[src/hdl/kdq_pkg.sv]
// Package for the keyed deque with key search.
// Holds command and status codes, controller states and default sizes.
// Depends on nothing; used by keyed_deque_with_search_top.
package kdq_pkg;

  localparam int DEPTH_DEFAULT        = 16;
  localparam int PAYLOAD_BITS_DEFAULT = 32;
  localparam int KEY_BITS             = 32;
  localparam int PAYLOAD_PORT_BITS    = 32;
  localparam int PAYLOAD_WIDE_BITS    = 64;
  localparam int CMD_BITS             = 3;
  localparam int STATUS_BITS          = 2;

  localparam logic [CMD_BITS-1:0] CMD_PUSH_FRONT = 3'd0;
  localparam logic [CMD_BITS-1:0] CMD_PUSH_REAR  = 3'd1;
  localparam logic [CMD_BITS-1:0] CMD_POP_FRONT  = 3'd2;
  localparam logic [CMD_BITS-1:0] CMD_POP_REAR   = 3'd3;
  localparam logic [CMD_BITS-1:0] CMD_FIND       = 3'd4;

  localparam logic [STATUS_BITS-1:0] STATUS_OK    = 2'd0;
  localparam logic [STATUS_BITS-1:0] STATUS_EMPTY = 2'd1;
  localparam logic [STATUS_BITS-1:0] STATUS_FULL  = 2'd2;
  localparam logic [STATUS_BITS-1:0] STATUS_MISS  = 2'd3;

  typedef enum logic [1:0] {
    ST_IDLE,
    ST_POP,
    ST_SCAN
  } kdq_state_t;

endpackage

[src/hdl/keyed_deque_with_search_top.sv]
// Keyed deque with key search: controller, ring pointers and record memory.
// Depends on kdq_pkg for codes, states and default sizes.
// Records live in one synchronous memory with a registered read.

// A request is taken when start is high and busy is low; its one result
// appears one or more cycles later for a single cycle with done high, and
// the receiver must take it then. A push takes one cycle, a pop two, and a
// find one cycle per record compared plus one, so at most DEPTH + 1 cycles:
// the records sit in a single-port memory that the search reads one entry
// per cycle from the front. The count port gives the number of records held
// and is valid in the done cycle. No clearing is needed after reset.
module keyed_deque_with_search_top #(
  parameter int DEPTH        = kdq_pkg::DEPTH_DEFAULT,
  parameter int PAYLOAD_BITS = kdq_pkg::PAYLOAD_BITS_DEFAULT
) (
  input  logic                                      clk,
  input  logic                                      rst,
  input  logic                                      start,
  output logic                                      busy,
  input  logic [kdq_pkg::CMD_BITS-1:0]              command,
  input  logic signed [kdq_pkg::KEY_BITS-1:0]       key,
  input  logic [kdq_pkg::PAYLOAD_PORT_BITS-1:0]     payload,
  output logic                                      done,
  output logic [kdq_pkg::STATUS_BITS-1:0]           status,
  output logic signed [kdq_pkg::KEY_BITS-1:0]       out_key,
  output logic [kdq_pkg::PAYLOAD_PORT_BITS-1:0]     out_payload,
  output logic [$clog2(DEPTH+1)-1:0]                count
);

  localparam int IW = $clog2(DEPTH);
  localparam int CW = $clog2(DEPTH + 1);
  localparam int SW = CW + 1;
  localparam int KB = kdq_pkg::KEY_BITS;
  localparam int EW = KB + PAYLOAD_BITS;

  function automatic logic [IW-1:0] ring_add(input logic [IW-1:0] base,
                                             input logic [CW-1:0] off);
    logic [SW-1:0] sum;
    sum = SW'(base) + SW'(off);
    if (sum >= SW'(DEPTH)) begin
      sum = sum - SW'(DEPTH);
    end
    return sum[IW-1:0];
  endfunction

  logic [EW-1:0] mem [DEPTH];
  logic [EW-1:0] rdata;
  logic          wr_en;
  logic [IW-1:0] wr_addr;
  logic [EW-1:0] wr_data;
  logic          rd_en;
  logic [IW-1:0] rd_addr;

  kdq_pkg::kdq_state_t state, state_next;
  logic [IW-1:0] first_slot, first_slot_next;
  logic [CW-1:0] entry_count, entry_count_next;
  logic [IW-1:0] scan_addr, scan_addr_next;
  logic [CW-1:0] scan_idx, scan_idx_next;
  logic [KB-1:0] key_q, key_q_next;
  logic          done_next;
  logic [kdq_pkg::STATUS_BITS-1:0]       status_next;
  logic [KB-1:0]                         out_key_next;
  logic [kdq_pkg::PAYLOAD_PORT_BITS-1:0] out_payload_next;

  logic [kdq_pkg::PAYLOAD_WIDE_BITS-1:0] pay_in_wide;
  logic [kdq_pkg::PAYLOAD_WIDE_BITS-1:0] pay_rd_wide;
  logic [KB-1:0]                         rd_key;

  always_ff @(posedge clk) begin
    if (wr_en) begin
      mem[wr_addr] <= wr_data;
    end
    if (rd_en) begin
      rdata <= mem[rd_addr];
    end
  end

  always_comb begin
    pay_in_wide = kdq_pkg::PAYLOAD_WIDE_BITS'(payload);
    pay_rd_wide = '0;
    pay_rd_wide[PAYLOAD_BITS-1:0] = rdata[PAYLOAD_BITS-1:0];
    rd_key = rdata[EW-1:PAYLOAD_BITS];
  end

  always_comb begin
    state_next       = state;
    first_slot_next  = first_slot;
    entry_count_next = entry_count;
    scan_addr_next   = scan_addr;
    scan_idx_next    = scan_idx;
    key_q_next       = key_q;
    done_next        = 1'b0;
    status_next      = status;
    out_key_next     = out_key;
    out_payload_next = out_payload;
    wr_en            = 1'b0;
    wr_addr          = first_slot;
    wr_data          = {key, pay_in_wide[PAYLOAD_BITS-1:0]};
    rd_en            = 1'b0;
    rd_addr          = first_slot;

    unique case (state)
      kdq_pkg::ST_IDLE: begin
        if (start) begin
          done_next        = 1'b1;
          status_next      = kdq_pkg::STATUS_OK;
          out_key_next     = '0;
          out_payload_next = '0;
          key_q_next       = key;
          unique case (command) inside
            kdq_pkg::CMD_PUSH_FRONT, kdq_pkg::CMD_PUSH_REAR: begin
              if (entry_count == CW'(DEPTH)) begin
                status_next = kdq_pkg::STATUS_FULL;
              end else begin
                wr_en            = 1'b1;
                entry_count_next = entry_count + 1'b1;
                if (command == kdq_pkg::CMD_PUSH_FRONT) begin
                  wr_addr         = ring_add(first_slot, CW'(DEPTH - 1));
                  first_slot_next = wr_addr;
                end else begin
                  wr_addr = ring_add(first_slot, entry_count);
                end
              end
            end
            kdq_pkg::CMD_POP_FRONT, kdq_pkg::CMD_POP_REAR: begin
              if (entry_count == '0) begin
                status_next = kdq_pkg::STATUS_EMPTY;
              end else begin
                done_next        = 1'b0;
                rd_en            = 1'b1;
                entry_count_next = entry_count - 1'b1;
                state_next       = kdq_pkg::ST_POP;
                if (command == kdq_pkg::CMD_POP_FRONT) begin
                  rd_addr         = first_slot;
                  first_slot_next = ring_add(first_slot, CW'(1));
                end else begin
                  rd_addr = ring_add(first_slot, entry_count - 1'b1);
                end
              end
            end
            kdq_pkg::CMD_FIND: begin
              if (entry_count == '0) begin
                status_next = kdq_pkg::STATUS_EMPTY;
              end else begin
                done_next      = 1'b0;
                rd_en          = 1'b1;
                rd_addr        = first_slot;
                scan_addr_next = ring_add(first_slot, CW'(1));
                scan_idx_next  = '0;
                state_next     = kdq_pkg::ST_SCAN;
              end
            end
            default: begin
            end
          endcase
        end
      end
      kdq_pkg::ST_POP: begin
        done_next        = 1'b1;
        status_next      = kdq_pkg::STATUS_OK;
        out_key_next     = rd_key;
        out_payload_next = pay_rd_wide[kdq_pkg::PAYLOAD_PORT_BITS-1:0];
        state_next       = kdq_pkg::ST_IDLE;
      end
      kdq_pkg::ST_SCAN: begin
        if (rd_key == key_q) begin
          done_next        = 1'b1;
          status_next      = kdq_pkg::STATUS_OK;
          out_key_next     = rd_key;
          out_payload_next = pay_rd_wide[kdq_pkg::PAYLOAD_PORT_BITS-1:0];
          state_next       = kdq_pkg::ST_IDLE;
        end else if (CW'(scan_idx + 1'b1) == entry_count) begin
          done_next   = 1'b1;
          status_next = kdq_pkg::STATUS_MISS;
          state_next  = kdq_pkg::ST_IDLE;
        end else begin
          rd_en          = 1'b1;
          rd_addr        = scan_addr;
          scan_addr_next = ring_add(scan_addr, CW'(1));
          scan_idx_next  = scan_idx + 1'b1;
        end
      end
      default: begin
        state_next = kdq_pkg::ST_IDLE;
      end
    endcase
  end

  always_ff @(posedge clk) begin
    if (rst) begin
      state       <= kdq_pkg::ST_IDLE;
      first_slot  <= '0;
      entry_count <= '0;
      done        <= 1'b0;
    end else begin
      state       <= state_next;
      first_slot  <= first_slot_next;
      entry_count <= entry_count_next;
      done        <= done_next;
    end
    scan_addr   <= scan_addr_next;
    scan_idx    <= scan_idx_next;
    key_q       <= key_q_next;
    status      <= status_next;
    out_key     <= out_key_next;
    out_payload <= out_payload_next;
  end

  assign busy  = (state != kdq_pkg::ST_IDLE);
  assign count = entry_count;

  a_count_bound: assert property (@(posedge clk) disable iff (rst)
    entry_count <= CW'(DEPTH))
    else $error("record count exceeds the depth");

  a_full_status: assert property (@(posedge clk) disable iff (rst)
    done && status == kdq_pkg::STATUS_FULL |-> count == CW'(DEPTH))
    else $error("full status reported while the store has room");

  a_empty_status: assert property (@(posedge clk) disable iff (rst)
    done && status == kdq_pkg::STATUS_EMPTY |-> count == '0)
    else $error("empty status reported while records are held");

  a_pop_count: assert property (@(posedge clk) disable iff (rst)
    start && !busy && entry_count != '0 &&
    (command == kdq_pkg::CMD_POP_FRONT || command == kdq_pkg::CMD_POP_REAR)
    |=> entry_count == CW'($past(entry_count) - 1'b1))
    else $error("pop did not lower the record count by one");

endmodule
[config.mk]
export PLATFORM = sky130hd
export DESIGN_NAME = keyed_deque_with_search_top
export DESIGN_NICKNAME = d
export VERILOG_FILES = /design/src/hdl/kdq_pkg.sv /design/src/hdl/keyed_deque_with_search_top.sv
export SDC_FILE = /design/constraint.sdc
export NUM_CORES = 1
export LEC_CHECK = 0
export ABC_AREA = 0
export BUFFER_PORTS_ARGS = -buffer_cell sky130_fd_sc_hd__buf_4
export CORE_MARGIN = 2
export CORE_UTILIZATION = 50
export DETAILED_ROUTE_END_ITERATION = 8
export GPL_TIMING_DRIVEN = 0
export PLACE_DENSITY_LB_ADDON = 0.05
export SLEW_MARGIN = 5
export SYNTH_ARGS = -nofsm -noshare
export SYNTH_HDL_FRONTEND = slang
export SYNTH_SLANG_ARGS = --single-unit
[constraint.sdc]
create_clock -name clk -period 6.15 [get_ports clk]
set_input_delay 0.3075 -clock clk [delete_from_list [all_inputs] [get_ports clk]]
set_output_delay 0.3075 -clock clk [all_outputs]
set_load 0.01 [all_outputs]
==> impl_summary.md <==
Run status
The flow ran to the end, and the final reports show no timing, DRC or antenna violations.

Power and ir drop
For this design the ratio of total power to cell area is 349.6 nW/um2. Total power for the finished layout comes to 18890 uW. The leakage power is 0.01895 uW. Across the VDD grid, the largest voltage drop is around 0.00024 V.

Die
The cell row count is 110. 143 I/O pins were placed. The starting density of the core is 0.5058. The floorplan step set the die height to 306.2 um.

The die outline width is 306.2 um. The die covers approximately 94000 um2. The floorplan core area is 90290 um2.

Clocking
The buffers inserted during post-CTS setup optimization is 0. The H-tree was split into 3 levels. The number of gates resized after cts is 0. TritonCTS created 120 clock buffers.

The maximum root-to-sink buffer count is 3. TritonCTS built the clock tree. The clock net sink count is 1207.

The root buffer cell chosen for the clock tree is sky130_fd_sc_hd__clkbuf_16. After clock tree synthesis, the clock-pin slew on the worst setup and hold paths is about 0.060 ns. For the worst-skew pair, the clock arrives at the later sink with an insertion delay of 0.69 ns.

Critical path
The highest net fanout along the worst path is 10. The category of the worst setup path launch point is a register. At the worst endpoint, the arrival time is 6.06 ns. The register-to-register path setup slack is 0.51 ns. The worst endpoint required time is 6.57 ns.

The nature of the critical path endpoint is a register. The critical path is of the reg2reg type.

Route
The post-detailed-route count of antenna-violating nets is 0. The routed design has 119.7 mm of wire. In this run, the number of DRC markers left after iteration 0 of detailed routing was 2924. After detailed routing, the number of vias per cell comes to between 6 and 7. In the final routed layout, each cell accounts on average for about 29 um.

The routed via count is 25330. The total iterations of the first detailed-routing run is 5. The post-route DRC violation count is 0.

Placed design
Detailed placement ended at an HPWL of 78.74 mm. The count of input and output buffers is ~140. The total cell area at the placement stage is 49410 um2. At the end of routability-driven placement, the weighted congestion stood at 0.8100. OpenSTA, run right after detailed placement, puts the worst setup slack at ~0.65 ns.

Global routing
The initial antenna violation count is 8. The global-route congestion overflow total is 0. For this run, the total global-route usage over all layers was measured as 0.2555.

The via count of the first global-routing pass was 25710. The first global-routing pass estimated 173.7 mm of wire. The largest net degree at the start of global routing is 27.

Timing
The final setup slack of the worst path is just over 0.5 ns. The worst path needs roughly 5.6 ns of the cycle, external delays included. Measured against its own limit, the worst slew margin works out to 0.06545. The max-slew violation total from the final report came to 0.

Between clock sinks in the finished design, the worst skew comes to roughly 0.017 ns. The share of the cycle needed by the critical path after routing is 0.9176. Derived from the worst setup path, the maximum achievable clock frequency is 0.1772 GHz.

Setup repair after global routing left no endpoint under its margin. The total setup violations reported at the end of the flow is 0. The hold violation count in the final report is 0. The pin slew with the least headroom to its limit is between 1 and 1.5 ns.

Yosys
The synthesized cell area is 45670 um2. Counting flops with a built-in enable in the synthesized netlist gives 1195. The cell count after synthesis came out at 2526. The number of distinct standard cells referenced by the synthesized netlist is 51. The flip-flop cell with the highest count after synthesis is sky130_fd_sc_hd__edfxtp_1. The mean cell area of the mapped netlist is 18.08 um2.

The count of synthesis-stage warnings from yosys is 0. Of the synthesized area, sequential elements account for 0.7910. The flop and latch count out of synthesis is around 1200. The share of async-settable or async-resettable flops after synthesis is 0.

The number of nets produced by synthesis is ~2600.

Cells and area
The number of antenna diodes is 0. The layout-stage area growth over the synthesis result is 18.33%. The number of fill cells is 6677.

In the layout the commonest cells are sky130_fd_sc_hd__edfxtp_1, sky130_fd_sc_hd__o21ai_0, sky130_fd_sc_hd__mux2i_1. After the last flow step, the layout net total stands at between 2000 and 3000. The library cell used most frequently in the layout, excluding fill and tap cells, is sky130_fd_sc_hd__edfxtp_1. Summing all non-filler instances in the final layout gives an area of ~54000 um2.

In the final layout, the share of cells above drive strength 1 is 0.1640.

Hold path
In this run the worst hold path is classified as in2reg.

Flow run
The reported max-cap violation count is 0.
[metal layers]
layer	wire length, um	up-vias	share of wire	track usage
met4	2868	4	0.024	0.07262
met2	57100	952	0.48	0.4129
li1	-	11130	-	-
met5	26	-	0.00022	0
met3	8290	174	0.069	0.03774
met1	51390	13080	0.43	0.3643
[area by class of cell]
cell class / instances / area [um2] / area share
repair buffers: 260 / 2798 / 0.05177
inverters: 13 / 48.80 / 0.0009030
clock buffers: 141 / 3188 / 0.05900
well taps: 1176 / 1471 / 0.02723
clock inverters: 79 / 765.7 / 0.01417
multi-input cells: 1146 / 8845 / 0.1637
plain buffers: 160 / 798.3 / 0.01477
flip-flops and latches: 1207 / 36120 / 0.6685
[sequential cells by signal, summed over array words and instances, names as in the netlist]
signal,count
scan_addr,4
scan_idx,5
first_slot,4
done,1
out_payload,32
state,2
rdata,64
count,5
status,2
mem,1024
out_key,32
key_q,32
[cells in the mapped netlist, drive strengths merged, types with 3 or more instances]
library cell,number,area (um2)
a21oi,13,65.06
nor3b,3,22.52
ha,17,212.7
mux2i,262,2623
nor4,73,494.2
edfxtp,1195,35880
inv,13,48.80
nor2,41,153.9
a21o,3,22.52
a211oi,3,22.52
xnor2,16,140.1
o31ai,3,22.52
nor3,6,30.03
a221oi,257,2251
mux2,4,48.79
nand2,15,56.30
xor2,44,385.4
nand4,6,37.54
nand3,8,40.04
o21ai,269,1346
clkbuf,69,259.0
and3,6,37.54
and2,69,431.7
buf,91,538.0
nand2b,3,18.77
dfxtp,12,240.2
[metrics by stage]
step	hold slack (ns)	TNS, ns	instances	util
final	0.08648	0	4182	0.5985
after global routing	0.1008	0	4182	0.5985
after CTS	0.04742	0	4182	0.5985
after detailed placement	0.5112	0	3895	0.5473
after global placement	0.5122	-3022.94	3843	0.5338
after floorplan	0.3803	0	2526	-
[where the power goes]
| part | switching [uW] | internal (uW) | total (uW) | leakage, uW |
|---|---|---|---|---|
| clock network | 3050 | 4270 | 7320 | 0.00191 |
| registers | 74.3 | 9320 | 9400 | 0.0110 |
| logic | 1480 | 693 | 2180 | 0.00607 |
| total | 4610 | 14300 | 18900 | 0.0189 |
[path summary, 6_finish.rpt]
path | endpoint | start | depth (start not counted)
setup reg to reg | rdata[52] | rdata[46] | 11
hold reg to reg | out_payload[12] | rdata[12] | 1
setup / recovery | rdata[52] | rdata[46] | 11
hold / removal | state[0] | start | 5
[logic make-up after synthesis]
logic type      synth area share
mux                      0.05849
xor+xnor                 0.01200
flops                     0.7910
buf+inv                  0.01852
fa+ha+maj               0.005534
simple gates             0.03033
compound gates           0.08411
[critical path, stage by stage, from the launching register on]
cell                       delay (ns)
sky130_fd_sc_hd__edfxtp_1        0.40
sky130_fd_sc_hd__xor2_1          0.16
sky130_fd_sc_hd__nor4_1          0.65
sky130_fd_sc_hd__nand4_1         0.61
sky130_fd_sc_hd__o211a_1         0.51
sky130_fd_sc_hd__mux2i_1         0.39
sky130_fd_sc_hd__and3b_1         0.21
sky130_fd_sc_hd__clkbuf_1        1.01
sky130_fd_sc_hd__clkbuf_1        0.60
sky130_fd_sc_hd__o21ai_0         0.19
sky130_fd_sc_hd__a221oi_1        0.51
sky130_fd_sc_hd__nor4_1          0.10
[timing repair]
action / CTS / global route
hold buffers: 67 / 0
hold endpoints to repair: 1060 / 0
endpoints found under the setup margin: 0 / 0
No activity file was read; power rests on OpenSTA's default activity.
